==> src/sv/assert_macros.svh <==
// ----------------------------------------------------------------------------
// assert_macros.svh
// Clocked assertion helpers shared by the dispatch table RTL.
// ----------------------------------------------------------------------------
`ifndef ASSERT_MACROS_SVH
`define ASSERT_MACROS_SVH

// implication checked at every edge outside reset
`define TCDT_ASSERT(label, prop, msg) \
    label: assert property (@(posedge i_clk) disable iff (!i_rst_n) (prop)) \
        else $error(msg);

// condition that must never be seen outside reset
`define TCDT_NEVER(label, cond, msg) \
    label: assert property (@(posedge i_clk) disable iff (!i_rst_n) !(cond)) \
        else $error(msg);

`endif

==> src/sv/tcdt_pkg.sv <==
// ----------------------------------------------------------------------------
// tcdt_pkg
// Shared types and constants of the timer callback dispatch table.
// ----------------------------------------------------------------------------
package tcdt_pkg;

    localparam int CHANNELS_DEF = 5;
    localparam int SLOTS_DEF    = 8;
    localparam int ID_BITS_DEF  = 4;

    // fixed port widths
    localparam int OP_W     = 2;
    localparam int SEL_W    = 3;
    localparam int CBID_W   = 4;
    localparam int KEEP_W   = 16;
    localparam int OUT_ID_W = 4;
    localparam int LEFT_W   = 4;

    typedef enum logic [OP_W-1:0] {
        OP_REG  = 2'd0,
        OP_CLR  = 2'd1,
        OP_TICK = 2'd2
    } t_op;

    typedef enum logic [1:0] {
        S_IDLE,
        S_READ,
        S_EVAL
    } t_state;

    // decision of one dispatch step
    typedef struct packed {
        logic move;
        logic done;
        logic stop;
    } t_step_ctl;

endpackage

==> src/sv/tcdt_slot_ram.sv <==
// ----------------------------------------------------------------------------
// tcdt_slot_ram
// Callback id store: one write port, two registered read ports.
// ----------------------------------------------------------------------------
module tcdt_slot_ram #(
    parameter int DEPTH = 40,
    parameter int AW    = 6,
    parameter int DW    = 4
) (
    input  logic          i_clk,
    input  logic          i_we,
    input  logic [AW-1:0] i_waddr,
    input  logic [DW-1:0] i_wdata,
    input  logic [AW-1:0] i_raddr_a,
    input  logic [AW-1:0] i_raddr_b,
    output logic [DW-1:0] o_rdata_a,
    output logic [DW-1:0] o_rdata_b
);

    logic [DW-1:0] r_mem [DEPTH];
    logic [DW-1:0] r_rdata_a;
    logic [DW-1:0] r_rdata_b;

    always_ff @(posedge i_clk) begin
        if (i_we) begin
            r_mem[i_waddr] <= i_wdata;
        end
        r_rdata_a <= r_mem[i_raddr_a];
        r_rdata_b <= r_mem[i_raddr_b];
    end

    assign o_rdata_a = r_rdata_a;
    assign o_rdata_b = r_rdata_b;

endmodule

==> src/sv/tcdt_step.sv <==
// ----------------------------------------------------------------------------
// tcdt_step
// Shared dispatch step unit: keep test, index and count update.
// ----------------------------------------------------------------------------
module tcdt_step #(
    parameter int SLOTS   = 8,
    parameter int ID_BITS = 4,
    localparam int CW     = $clog2(SLOTS + 1)
) (
    input  logic [CW-1:0]                i_idx,
    input  logic [CW-1:0]                i_cnt,
    input  logic [ID_BITS-1:0]           i_cur,
    input  logic [tcdt_pkg::KEEP_W-1:0]  i_keep,
    output tcdt_pkg::t_step_ctl          o_ctl,
    output logic [CW-1:0]                o_idx_next,
    output logic [CW-1:0]                o_cnt_next
);

    logic [5:0]    cur_w;
    logic [CW-1:0] cnt_dec;
    logic          kept;

    always_comb begin
        cur_w   = 6'(i_cur);
        // ids above the mask width always retire
        kept    = (cur_w < 6'd16) && i_keep[cur_w[3:0]];
        cnt_dec = i_cnt - CW'(1);

        o_idx_next = kept ? i_idx + CW'(1) : i_idx;
        o_cnt_next = kept ? i_cnt : cnt_dec;

        o_ctl.move = !kept && (i_idx < cnt_dec);
        o_ctl.done = o_idx_next >= o_cnt_next;
        o_ctl.stop = !kept && (cnt_dec == '0);
    end

endmodule

==> src/sv/timer_callback_dispatch_table.sv <==
// ----------------------------------------------------------------------------
// timer_callback_dispatch_table
// Per-channel callback lists with register, clear and tick dispatch.
// ----------------------------------------------------------------------------
//  channel   ports                                        handshake
//  request   i_operation i_timer_select i_callback_id     start & !busy
//            i_keep_mask
//  result    o_status o_invoke_valid o_invoked_id         o_valid strobe
//            o_entries_left o_timer_running o_last
//
//  register, clear, unused code and bad select: one result the cycle after
//  the request, busy stays low so a request can be taken every cycle.
//  tick: one result if the list is empty; else each invoked id passes
//  through S_READ (address), then S_EVAL (compare, last entry swap-in).
//  reset is synchronous; counts and running flags clear at once.
//  results are never stalled; each strobe lasts one cycle.
// ----------------------------------------------------------------------------
`include "assert_macros.svh"

module timer_callback_dispatch_table #(
    parameter int CHANNELS = tcdt_pkg::CHANNELS_DEF,
    parameter int SLOTS    = tcdt_pkg::SLOTS_DEF,
    parameter int ID_BITS  = tcdt_pkg::ID_BITS_DEF
) (
    input  logic                          i_clk,
    input  logic                          i_rst_n,
    input  logic                          start,
    output logic                          busy,
    input  logic [tcdt_pkg::OP_W-1:0]     i_operation,
    input  logic [tcdt_pkg::SEL_W-1:0]    i_timer_select,
    input  logic [tcdt_pkg::CBID_W-1:0]   i_callback_id,
    input  logic [tcdt_pkg::KEEP_W-1:0]   i_keep_mask,
    output logic                          o_valid,
    output logic                          o_status,
    output logic                          o_invoke_valid,
    output logic [tcdt_pkg::OUT_ID_W-1:0] o_invoked_id,
    output logic [tcdt_pkg::LEFT_W-1:0]   o_entries_left,
    output logic                          o_timer_running,
    output logic                          o_last
);

    localparam int CW    = $clog2(SLOTS + 1);
    localparam int CHW   = (CHANNELS > 1) ? $clog2(CHANNELS) : 1;
    localparam int DEPTH = CHANNELS * SLOTS;
    localparam int AW    = (DEPTH > 1) ? $clog2(DEPTH) : 1;
    localparam logic [AW-1:0] SLOTS_A = AW'(SLOTS);
    localparam logic [CW-1:0] SLOTS_C = CW'(SLOTS);

    tcdt_pkg::t_state r_state, n_state;
    logic [CHW-1:0]   r_ch, n_ch;
    logic [AW-1:0]    r_base, n_base;
    logic [tcdt_pkg::KEEP_W-1:0] r_keep, n_keep;
    logic [CW-1:0]    r_idx, n_idx;
    logic [CW-1:0]    r_cnt, n_cnt;

    logic [CW-1:0]    r_count [CHANNELS];
    logic             r_run   [CHANNELS];

    logic             r_valid, n_valid;
    logic             r_status, n_status;
    logic             r_inv, n_inv;
    logic [tcdt_pkg::OUT_ID_W-1:0] r_id, n_id;
    logic [tcdt_pkg::LEFT_W-1:0]   r_left, n_left;
    logic             r_running, n_running;
    logic             r_last, n_last;

    // channel table update
    logic             tbl_we;
    logic [CHW-1:0]   tbl_ch;
    logic [CW-1:0]    tbl_cnt;
    logic             tbl_run;

    // request decode
    logic [2:0]       sel_map;
    logic             ch_ok;
    logic [CHW-1:0]   req_ch;
    logic [AW-1:0]    req_base;
    logic [CW-1:0]    req_cnt;
    logic             req_run;

    // slot ram
    logic                ram_we;
    logic [AW-1:0]       ram_waddr;
    logic [ID_BITS-1:0]  ram_wdata;
    logic [AW-1:0]       ram_raddr_a;
    logic [AW-1:0]       ram_raddr_b;
    logic [ID_BITS-1:0]  ram_rdata_a;
    logic [ID_BITS-1:0]  ram_rdata_b;

    tcdt_pkg::t_step_ctl step_ctl;
    logic [CW-1:0]       step_idx_next;
    logic [CW-1:0]       step_cnt_next;

    tcdt_slot_ram #(
        .DEPTH (DEPTH),
        .AW    (AW),
        .DW    (ID_BITS)
    ) u_ram (
        .i_clk     (i_clk),
        .i_we      (ram_we),
        .i_waddr   (ram_waddr),
        .i_wdata   (ram_wdata),
        .i_raddr_a (ram_raddr_a),
        .i_raddr_b (ram_raddr_b),
        .o_rdata_a (ram_rdata_a),
        .o_rdata_b (ram_rdata_b)
    );

    tcdt_step #(
        .SLOTS   (SLOTS),
        .ID_BITS (ID_BITS)
    ) u_step (
        .i_idx      (r_idx),
        .i_cnt      (r_cnt),
        .i_cur      (ram_rdata_a),
        .i_keep     (r_keep),
        .o_ctl      (step_ctl),
        .o_idx_next (step_idx_next),
        .o_cnt_next (step_cnt_next)
    );

    // combined selections fold onto their lower timer
    always_comb begin
        case (i_timer_select)
            3'd5:    sel_map = 3'd2;
            3'd6:    sel_map = 3'd4;
            default: sel_map = i_timer_select;
        endcase
        ch_ok    = (i_timer_select != 3'd7) && (int'(sel_map) < CHANNELS);
        req_ch   = CHW'(sel_map);
        req_base = AW'(req_ch) * SLOTS_A;
        req_cnt  = ch_ok ? r_count[req_ch] : '0;
        req_run  = ch_ok ? r_run[req_ch] : 1'b0;
    end

    always_ff @(posedge i_clk) begin
        if (!i_rst_n) begin
            r_state <= tcdt_pkg::S_IDLE;
            r_valid <= 1'b0;
            for (int c = 0; c < CHANNELS; c++) begin
                r_count[c] <= '0;
                r_run[c]   <= 1'b0;
            end
        end else begin
            r_state <= n_state;
            r_valid <= n_valid;
            if (tbl_we) begin
                r_count[tbl_ch] <= tbl_cnt;
                r_run[tbl_ch]   <= tbl_run;
            end
        end
    end

    always_ff @(posedge i_clk) begin
        r_ch      <= n_ch;
        r_base    <= n_base;
        r_keep    <= n_keep;
        r_idx     <= n_idx;
        r_cnt     <= n_cnt;
        r_status  <= n_status;
        r_inv     <= n_inv;
        r_id      <= n_id;
        r_left    <= n_left;
        r_running <= n_running;
        r_last    <= n_last;
    end

    always_comb begin
        n_state   = r_state;
        n_ch      = r_ch;
        n_base    = r_base;
        n_keep    = r_keep;
        n_idx     = r_idx;
        n_cnt     = r_cnt;
        n_valid   = 1'b0;
        n_status  = 1'b0;
        n_inv     = 1'b0;
        n_id      = '0;
        n_left    = '0;
        n_running = 1'b0;
        n_last    = 1'b1;
        tbl_we    = 1'b0;
        tbl_ch    = req_ch;
        tbl_cnt   = '0;
        tbl_run   = 1'b0;
        ram_we    = 1'b0;
        ram_waddr = req_base + AW'(req_cnt);
        ram_wdata = ID_BITS'(i_callback_id);
        ram_raddr_a = r_base + AW'(r_idx);
        ram_raddr_b = r_base + AW'(r_cnt - CW'(1));

        unique case (r_state)
            tcdt_pkg::S_IDLE: begin
                if (start) begin
                    n_valid = 1'b1;
                    if (ch_ok) begin
                        unique case (i_operation)
                            tcdt_pkg::OP_REG: begin
                                if (req_cnt >= SLOTS_C) begin
                                    n_status  = 1'b1;
                                    n_left    = tcdt_pkg::LEFT_W'(req_cnt);
                                    n_running = req_run;
                                end else begin
                                    ram_we    = 1'b1;
                                    tbl_we    = 1'b1;
                                    tbl_cnt   = req_cnt + CW'(1);
                                    tbl_run   = (req_cnt == '0) ? 1'b1 : req_run;
                                    n_left    = tcdt_pkg::LEFT_W'(tbl_cnt);
                                    n_running = tbl_run;
                                end
                            end
                            tcdt_pkg::OP_CLR: begin
                                tbl_we = 1'b1;
                            end
                            tcdt_pkg::OP_TICK: begin
                                if (req_cnt == '0) begin
                                    n_running = req_run;
                                end else begin
                                    // results come from the walk instead
                                    n_valid = 1'b0;
                                    n_ch    = req_ch;
                                    n_base  = req_base;
                                    n_keep  = i_keep_mask;
                                    n_idx   = '0;
                                    n_cnt   = req_cnt;
                                    n_state = tcdt_pkg::S_READ;
                                end
                            end
                            default: begin
                                n_left    = tcdt_pkg::LEFT_W'(req_cnt);
                                n_running = req_run;
                            end
                        endcase
                    end
                end
            end
            tcdt_pkg::S_READ: begin
                n_state = tcdt_pkg::S_EVAL;
            end
            tcdt_pkg::S_EVAL: begin
                n_valid   = 1'b1;
                n_inv     = 1'b1;
                n_id      = tcdt_pkg::OUT_ID_W'(ram_rdata_a);
                n_left    = tcdt_pkg::LEFT_W'(step_cnt_next);
                n_running = r_run[r_ch] && !step_ctl.stop;
                n_last    = step_ctl.done;
                tbl_we    = 1'b1;
                tbl_ch    = r_ch;
                tbl_cnt   = step_cnt_next;
                tbl_run   = n_running;
                // last entry fills the retired slot and is read next
                ram_we    = step_ctl.move;
                ram_waddr = r_base + AW'(r_idx);
                ram_wdata = ram_rdata_b;
                n_idx     = step_idx_next;
                n_cnt     = step_cnt_next;
                n_state   = step_ctl.done ? tcdt_pkg::S_IDLE : tcdt_pkg::S_READ;
            end
            default: begin
                n_state = tcdt_pkg::S_IDLE;
            end
        endcase
    end

    assign busy            = (r_state != tcdt_pkg::S_IDLE);
    assign o_valid         = r_valid;
    assign o_status        = r_status;
    assign o_invoke_valid  = r_inv;
    assign o_invoked_id    = r_id;
    assign o_entries_left  = r_left;
    assign o_timer_running = r_running;
    assign o_last          = r_last;

    `TCDT_ASSERT(a_mid_walk_busy, o_valid && !o_last |-> busy, "walk result without busy")
    `TCDT_ASSERT(a_eval_emits, r_state == tcdt_pkg::S_EVAL |=> o_valid && o_invoke_valid,
        "dispatch step gave no result")
    `TCDT_ASSERT(a_walk_bounds, busy |-> (r_cnt <= SLOTS_C) && (r_idx < r_cnt),
        "walk index or count out of range")
    `TCDT_NEVER(a_tick_status, o_valid && o_invoke_valid && o_status,
        "full status on an invoke result")

endmodule

==> config.mk <==
export PLATFORM = sky130hd
export DESIGN_NAME = timer_callback_dispatch_table
export DESIGN_NICKNAME = d
export VERILOG_FILES = /design/src/sv/tcdt_pkg.sv /design/src/sv/tcdt_slot_ram.sv /design/src/sv/tcdt_step.sv /design/src/sv/timer_callback_dispatch_table.sv
export VERILOG_INCLUDE_DIRS = /design/src /design/src/sv
export SDC_FILE = /design/constraint.sdc
export NUM_CORES = 1
export LEC_CHECK = 0
export CAP_MARGIN = 20
export CORE_ASPECT_RATIO = 1.4
export CORE_MARGIN = 1.5
export CORE_UTILIZATION = 50
export DETAILED_ROUTE_END_ITERATION = 7
export DONT_BUFFER_PORTS = 1
export PLACE_DENSITY_LB_ADDON = 0.15
export SYNTH_ARGS = -nofsm -noshare
export SYNTH_HDL_FRONTEND = slang
export SYNTH_SLANG_ARGS = --single-unit
export TNS_END_PERCENT = 10
==> constraint.sdc <==
create_clock -name i_clk -period 4.78 [get_ports i_clk]
set_input_delay 0 -clock i_clk [delete_from_list [all_inputs] [get_ports i_clk]]
set_output_delay 0 -clock i_clk [all_outputs]
set_load 0.1 [all_outputs]
==> Yosys cells after proc, flatten, opt, wreduce, memory -nomap -nowiden <==
Memories as Yosys holds them, arrays and structs flattened. A register that Yosys moved wholly into a read port is not among the register bits.
Cells that the tools add are included.
{ "totals": {"output_inout_bits": 14, "memories": 3, "reg_bits": 42, "mem_bits_rw": 185, "input_bits": 28, "word_cells": 134} }
{ "mem_list": {"columns": ["memory", "depth", "width", "rd", "rd_ports_with_merged_regs", "wr", "line", "text"], "rows": [
  ["u_ram.r_mem", 40, 4, 2, 2, 1, "tcdt_slot_ram.sv:20", "logic [DW-1:0] r_mem [DEPTH];"],
  ["r_count", 5, 4, 1, 0, 5, "timer_callback_dispatch_table.sv:56", "logic [CW-1:0] r_count [CHANNELS];"],
  ["r_run", 5, 1, 2, 1, 5, "timer_callback_dispatch_table.sv:57", "logic r_run [CHANNELS];"]
]} }
{ "op_classes": {"order_cmp": 5, "add_sub_neg": 7, "eq_ne": 11, "muxes": 76, "reduce_logical": 19, "bitwise_logic": 1} }
{ "ops": {"columns": ["operator", "count"], "rows": [
  ["$mux W4", 20],
  ["$pmux W4 S2", 5],
  ["$mux W1", 32],
  ["$add A6 B4 Y6", 2],
  ["$mux W3", 4],
  ["$pmux W1 S2", 6],
  ["$reduce_and A5 Y1", 2],
  ["$add A4 B1 Y4 const B", 2],
  ["$logic_not A4 Y1", 2],
  ["$mux W2", 4],
  ["$reduce_and A4 Y1", 2],
  ["$add A6 B6 Y6", 1],
  ["$eq A3 B3 Y1 const B", 2],
  ["$mux W6", 1],
  ["$ne A2 B2 Y1 const B", 3],
  ["$pmux W2 S3", 1],
  ["$pmux W3 S2", 1],
  ["$lt A4 B5 Y1 const B", 1],
  ["$sub A4 B1 Y5 const B", 1],
  ["$bmux W1 S4", 1],
  ["$eq A2 B1 Y1 const B", 2],
  ["$eq A2 B2 Y1 const B", 2],
  ["$ge A4 B4 Y1", 1],
  ["$ge A4 B4 Y1 const B", 1],
  ["other kinds (14)", 20]
]} }

==> Longest topological paths before layout <==
{ "logic_depth": {"depth_word": 16, "ltp_mapped": 14} }

==> Hierarchy <==
Synthesis repeated with hierarchy kept, for this count alone.
{ "unflattened": {"hier_cells": 959, "hier_area_um2": 12640.9} }
{ "modules_own_cells": {"columns": ["module", "cells_each", "seq_area_each_um2", "area_per_inst_um2", "instances"], "rows": [
  ["tcdt_slot_ram", 546, 4964.8, 8275.4, 1],
  ["timer_callback_dispatch_table", 337, 1991.9, 3682.3, 1],
  ["tcdt_step", 76, 0.0, 683.2, 1]
]} }

==> Least setup slack after synthesis <==
Ideal clock, no wire load.
{ "synth_timing": {"path_kind": "reg-to-reg", "from": "register r_cnt[0]", "to": "memory u_ram.r_mem[33][0] (enable)", "path_buffers": 4, "setup_slack_ns": 0.971, "t_required_ns": 4.451, "arrival_time_ns": 3.480, "path_stages_with_launch": 15, "setup_time_ns": 0.329, "path_cell_list": "edfxtp_1 buf_2 buf_2 buf_2 inv_1 ha_1 xor2_1 buf_2 inv_1 ha_1 o21a_1 o21ai_0 a32o_4 o211ai_4 nor2_1"} }
{ "synth_via": {"elab_chain_len": 6} }
{ "synth_lines": {"columns": ["element", "line", "text"], "rows": [
  ["start, declared", "timer_callback_dispatch_table.sv:54", "logic [CW-1:0] r_cnt, n_cnt;"],
  ["start signal, assigned", "timer_callback_dispatch_table.sv:159", "r_cnt <= n_cnt;"],
  ["$sub A4 B1 Y4", "tcdt_step.sv:27", "cnt_dec = i_cnt - CW'(1);"],
  ["$lt A4 B4 Y1", "tcdt_step.sv:32", "o_ctl.move = !kept && (i_idx < cnt_dec);"],
  ["$logic_and A1 B1 Y1", "tcdt_step.sv:32", null],
  ["$pmux W1 S2", "timer_callback_dispatch_table.sv:192", "unique case (r_state)"],
  ["$mux W1", "tcdt_slot_ram.sv:25", "if (i_we) begin"],
  ["$mux W1 (implied by the code)", "tcdt_slot_ram.sv:26", "r_mem[i_waddr] <= i_wdata;"],
  ["end, declared", "tcdt_slot_ram.sv:20", null]
]} }
Every way passes these cells.

==> Final worst setup path <==
{ "layout_timing": {"from": "register u_ram.r_rdata_a[0], in the netlist u_ram.o_rdata_a[0] (read register of u_ram.r_mem)", "to": "register r_state[0]"} }
{ "layout_via": {"elab_chain_len": 6, "elab_cells_between_ends": 7, "classes_between": "order compare (1); mux (6)"} }
{ "layout_lines": {"columns": ["element", "line", "text"], "rows": [
  ["start, declared", "tcdt_slot_ram.sv:21", "logic [DW-1:0] r_rdata_a;"],
  ["$bmux W1 S4 *", "tcdt_step.sv:26", "kept = (cur_w < 6'd16) && i_keep[cur_w[3:0]];"],
  ["$mux W1 (implied by the code) *", "tcdt_step.sv:26", null],
  ["$mux W4, on equally long branches", "tcdt_step.sv:29, tcdt_step.sv:30", null],
  ["$ge A4 B4 Y1 *", "tcdt_step.sv:33", "o_ctl.done = o_idx_next >= o_cnt_next;"],
  ["$mux W1 *", "timer_callback_dispatch_table.sv:257", "n_state = step_ctl.done ? tcdt_pkg::S_IDLE : tcdt_pkg::S_READ;"],
  ["$pmux W2 S3 *", "timer_callback_dispatch_table.sv:192", null],
  ["end signal, assigned", "timer_callback_dispatch_table.sv:138", "r_state <= tcdt_pkg::S_IDLE;"],
  ["end signal, assigned", "timer_callback_dispatch_table.sv:145", "r_state <= n_state;"],
  ["end, declared", "timer_callback_dispatch_table.sv:49", "tcdt_pkg::t_state r_state, n_state;"]
]} }
Every way passes the cells marked *; elsewhere a longest branch is shown, timed or not. The select of a mux whose other input is x is not followed.
A chain may end at the register's enable or synchronous reset.

==> flow_summary_export.csv <==
group,metric,value,unit
worst_hold_path,worstHoldPathType,"input port to flip-flop",
critical_path,critPathMaxFanout,6,
placed_design,hpwl,20500,um
worst_hold_path,min_path_cells,3,
timing,hold_viol_final,0,
timing,finalSetupViolCount,0,
layout,syn_to_final_growth,11.7,%
critical_path,path_cells,"mux4_2, mux2_4, a221oi_1, xnor2_1, ha_1, a2111oi_0, nand3_1, mux2i_1, nor2_1, a2111oi_0",
routing,vias,7001,
clock_tree,cts_setup_buffers,0,
synthesis,netlist_area,11900,sq um
placed_design,placement.cell_area,12200,sq um
synthesis,synth_area_leaders,"edfxtp_1 53%, mux4_2 19%, dfxtp_1 5.2%",
critical_path,critPathBufInv,0,
floorplan,initial_utilization,51.0,%
synthesis,ys_warn_count,0,
status,status,"finished clean",
critical_path,ff2ff_path_depth,10,
critical_path,worstPathRequired,5.17,ns
timing,fin_crit,3.84,ns
critical_path,critical_path_class,"flip-flop to flip-flop",
critical_path,crit_arrival,4.24,ns
layout,insertedDiodeCount,0,
global_route,grt_first_pass_wirelength,44200,um
critical_path,crit_slowest_cell,"a2111oi_0",
synthesis,ys_seq_area_share,58.5,%
critical_path,startpoint_type,"flip-flop",
synthesis,syn_avg_cell_area,15.6,sq um
synthesis,async_reset_ff_share,0,%
timing,timing.fmax,260,MHz
placed_design,port_buffers,0,
timing,slew_violations,0,
clock_tree,cts_tree,"built",
timing,worstMarginPinSlew,1.01,ns
synthesis,synth.distinct_cells,62,
floorplan,coreArea,23300,sq um
synthesis,synthCells,761,
routing,via_per_inst,6.31,
synthesis,synth-main-ff-cell,"edfxtp_1",
synthesis,yosys.area.top_type_share,53.3,%
worst_hold_path,hp-start,"i_timer_select[1]",
worst_hold_path,holdPathEnd,"r_base[4]$_DFFE_PP_",
layout,multi_input_area,4670,sq um
synthesis,yosys-top-cells-count,"211 x edfxtp_1, 101 x mux4_2, 88 x nor2_1, 47 x nand2_1, 31 x dfxtp_1",
run,drv_cap,0,
synthesis,synth_area_leader_cell,"edfxtp_1",
clock_tree,ctsHoldBuffers,26,
floorplan,dieArea,24700,sq um
placed_design,gp_congestion,0.902,
global_route,grt_overflow_total,0,
timing,fin_crit_sh,80.4,%
layout,final_nets,833,
synthesis,synth_nets,808,
power,power_density,360,nW/um^2
routing,drtPass1Iterations,5,
layout,design_area,13300,sq um
floorplan,die_h,185,um
timing,max-slew-margin-rel,32.0,%
routing,drt_iter0_drc,654,
power,p_leak,4.46,nW
routing,route.detailed.drc,0,
floorplan,die_w,133,um
clock_tree,cts-root-buf,"clkbuf_16",
routing,routed_wl,28800,um
global_route,grt_pass1_vias,7293,
placed_design,dp.cells,1040,
routing,final_antenna_net_count,0,
synthesis,yosys.cell_count.top_type,"edfxtp_1",
power,power,0.00478,W
critical_path,r2r-end,"r_state[0]$_SDFFE_PN0P_",
global_route,grtUsageTotal,24.0,%
layout,fin_cells,1110,
layout,layout-drive-gt1-share,22.3,%
clock_tree,clock_path_buffers,3,
critical_path,crit_top_cell,"a2111oi_0",
synthesis,synth-edff-count,211,
floorplan,io_pins,42,
synthesis,ys_ff_latch,242,
floorplan,num_rows,66,
layout,nFillCells,1810,
clock_tree,htree_levels,1,
critical_path,max_stage_delay,0.55,ns
clock_tree,clkTransAtPathRegs,0.07,ns
clock_tree,cts_buffers,24,
routing,post_drt_wl_per_cell,25.9,um
critical_path,cp_top_family,"compound AO/OA/AOI/OAI gates",
timing,setup_tns,0,ns
clock_tree,cts_resized,0,
critical_path,rr_startpoint,"u_ram.o_rdata_a[0]$_DFF_P_",
critical_path,r2r_slack,0.94,ns
power,ir_worst_vdd,229,uV
layout,regArea,6960,sq um
global_route,grt_antenna_before_repair,0,
clock_tree,cts.sinks,242,
critical_path,cp-end-kind,"flip-flop",
global_route,grt_max_degree,42,
clock_tree,insertion_delay,0.52,ns
timing,skew,0.0134,ns
timing,rsz0062_at_grt,"no",
worst reg2reg max path, delay by kind of cell, from the launching register on:
kind,cells,cell delay [ns]
compound gates,3,1.30
mux,3,1.09
flops,1,0.50
fa+ha+maj,1,0.33
xor+xnor,1,0.29
simple gates,2,0.23
power by group:
group / switching, W / internal [W]
combinational: 0.000285 / 0.000203
sequential: 0.0000552 / 0.00234
clock: 0.000765 / 0.00113
layer usage:
layer	up-vias	track usage (%)	share of wire, %
met3	70	3.39	5.5
met5	-	0	0
met1	3594	28.3	36
met4	0	10.5	4.4
met2	280	43.7	54
li1	3057	-	-
through the flow:
step                      setup slack (ns)  hold WS [ns]  utilization, %
after floorplan                      0.971        0.0989               -
after global placement                1.11        0.0989            52.4
after detailed placement              1.01        0.0989            52.5
after CTS                            0.942        0.0159            57.0
after global routing                 0.668        0.0503            57.0
final                                0.938        0.0336            57.0
kinds of logic (layout without fill, tap and decap cells):
family                   Yosys count  count (layout)  synth area share (%)
multiplexers                     140             140                  22.8
AND/OR/NAND/NOR                  196             196                  7.73
flip-flops                       242             242                  58.5
buffers and inverters             65             108                  2.25
adder cells (fa/ha/maj)           19              19                  2.06
XOR/XNOR                          14              14                  1.03
AO/OA/AOI/OAI                     85              85                  5.60
registers in the layout (all words and copies together), names as in the netlist, 2 cells and up, named ones only:
| name | flops |
|---|---|
| u_ram.r_mem | 160 |
| r_count | 21 |
| r_keep | 16 |
| r_run | 8 |
| o_entries_left | 4 |
| o_invoked_id | 4 |
| r_cnt | 4 |
| r_idx | 4 |
| u_ram.o_rdata_a | 4 |
| u_ram.o_rdata_b | 4 |
| r_base | 3 |
| r_state | 2 |
placed cells by master, fill, tap and decap left out, types with 3 or more instances in the layout:
cell	n
o21a_1	3
dfxtp_1	31
nand2b_1	10
o31ai_1	3
a2bb2oi_1	3
inv_1	25
xor2_1	4
buf_4	12
ha_1	18
edfxtp_1	211
nor3_1	9
mux2i_1	22
a31o_2	3
nor2b_1	6
o22ai_1	6
mux4_2	101
a21boi_0	3
mux2_2	14
nand3_4	4
bufinv_16	3
dlygate4sd3_1	26
nor2_1	88
nand2_1	47
a31oi_1	4
nand3_1	10
a21oi_1	13
clkinv_1	5
nand3b_1	3
clkbuf_16	25
and2_1	10
xnor2_1	9
clkbuf_1	7
o21ai_0	16
a22oi_1	5
area by class of cell:
cell class / count / share of cell area [%]
Clock buffer: 33 / 5.02
Clock inverter: 11 / 0.952
Inverter: 25 / 0.707
Multi-Input combinational cell: 454 / 35.2
Sequential cell: 242 / 52.4
Tap cell: 306 / 2.88
Timing Repair Buffer: 39 / 2.85
how the worst max path moves through the flow:
stage	start	end	cells past startpoint
after CTS	u_ram.o_rdata_a[0]$_DFF_P_	r_state[0]$_SDFFE_PN0P_	10
after floorplan	r_cnt[0]$_DFFE_PP_	u_ram.r_mem[33][0]$_DFFE_PP_	14
final	u_ram.o_rdata_a[0]$_DFF_P_	r_state[0]$_SDFFE_PN0P_	10
after global placement	u_ram.o_rdata_a[0]$_DFF_P_	r_state[0]$_SDFFE_PN0P_	10
after detailed placement	u_ram.o_rdata_a[0]$_DFF_P_	r_state[0]$_SDFFE_PN0P_	10
after global routing	u_ram.o_rdata_a[0]$_DFF_P_	r_state[0]$_SDFFE_PN0P_	10
Note: power is estimated with default switching activity, not from simulation.
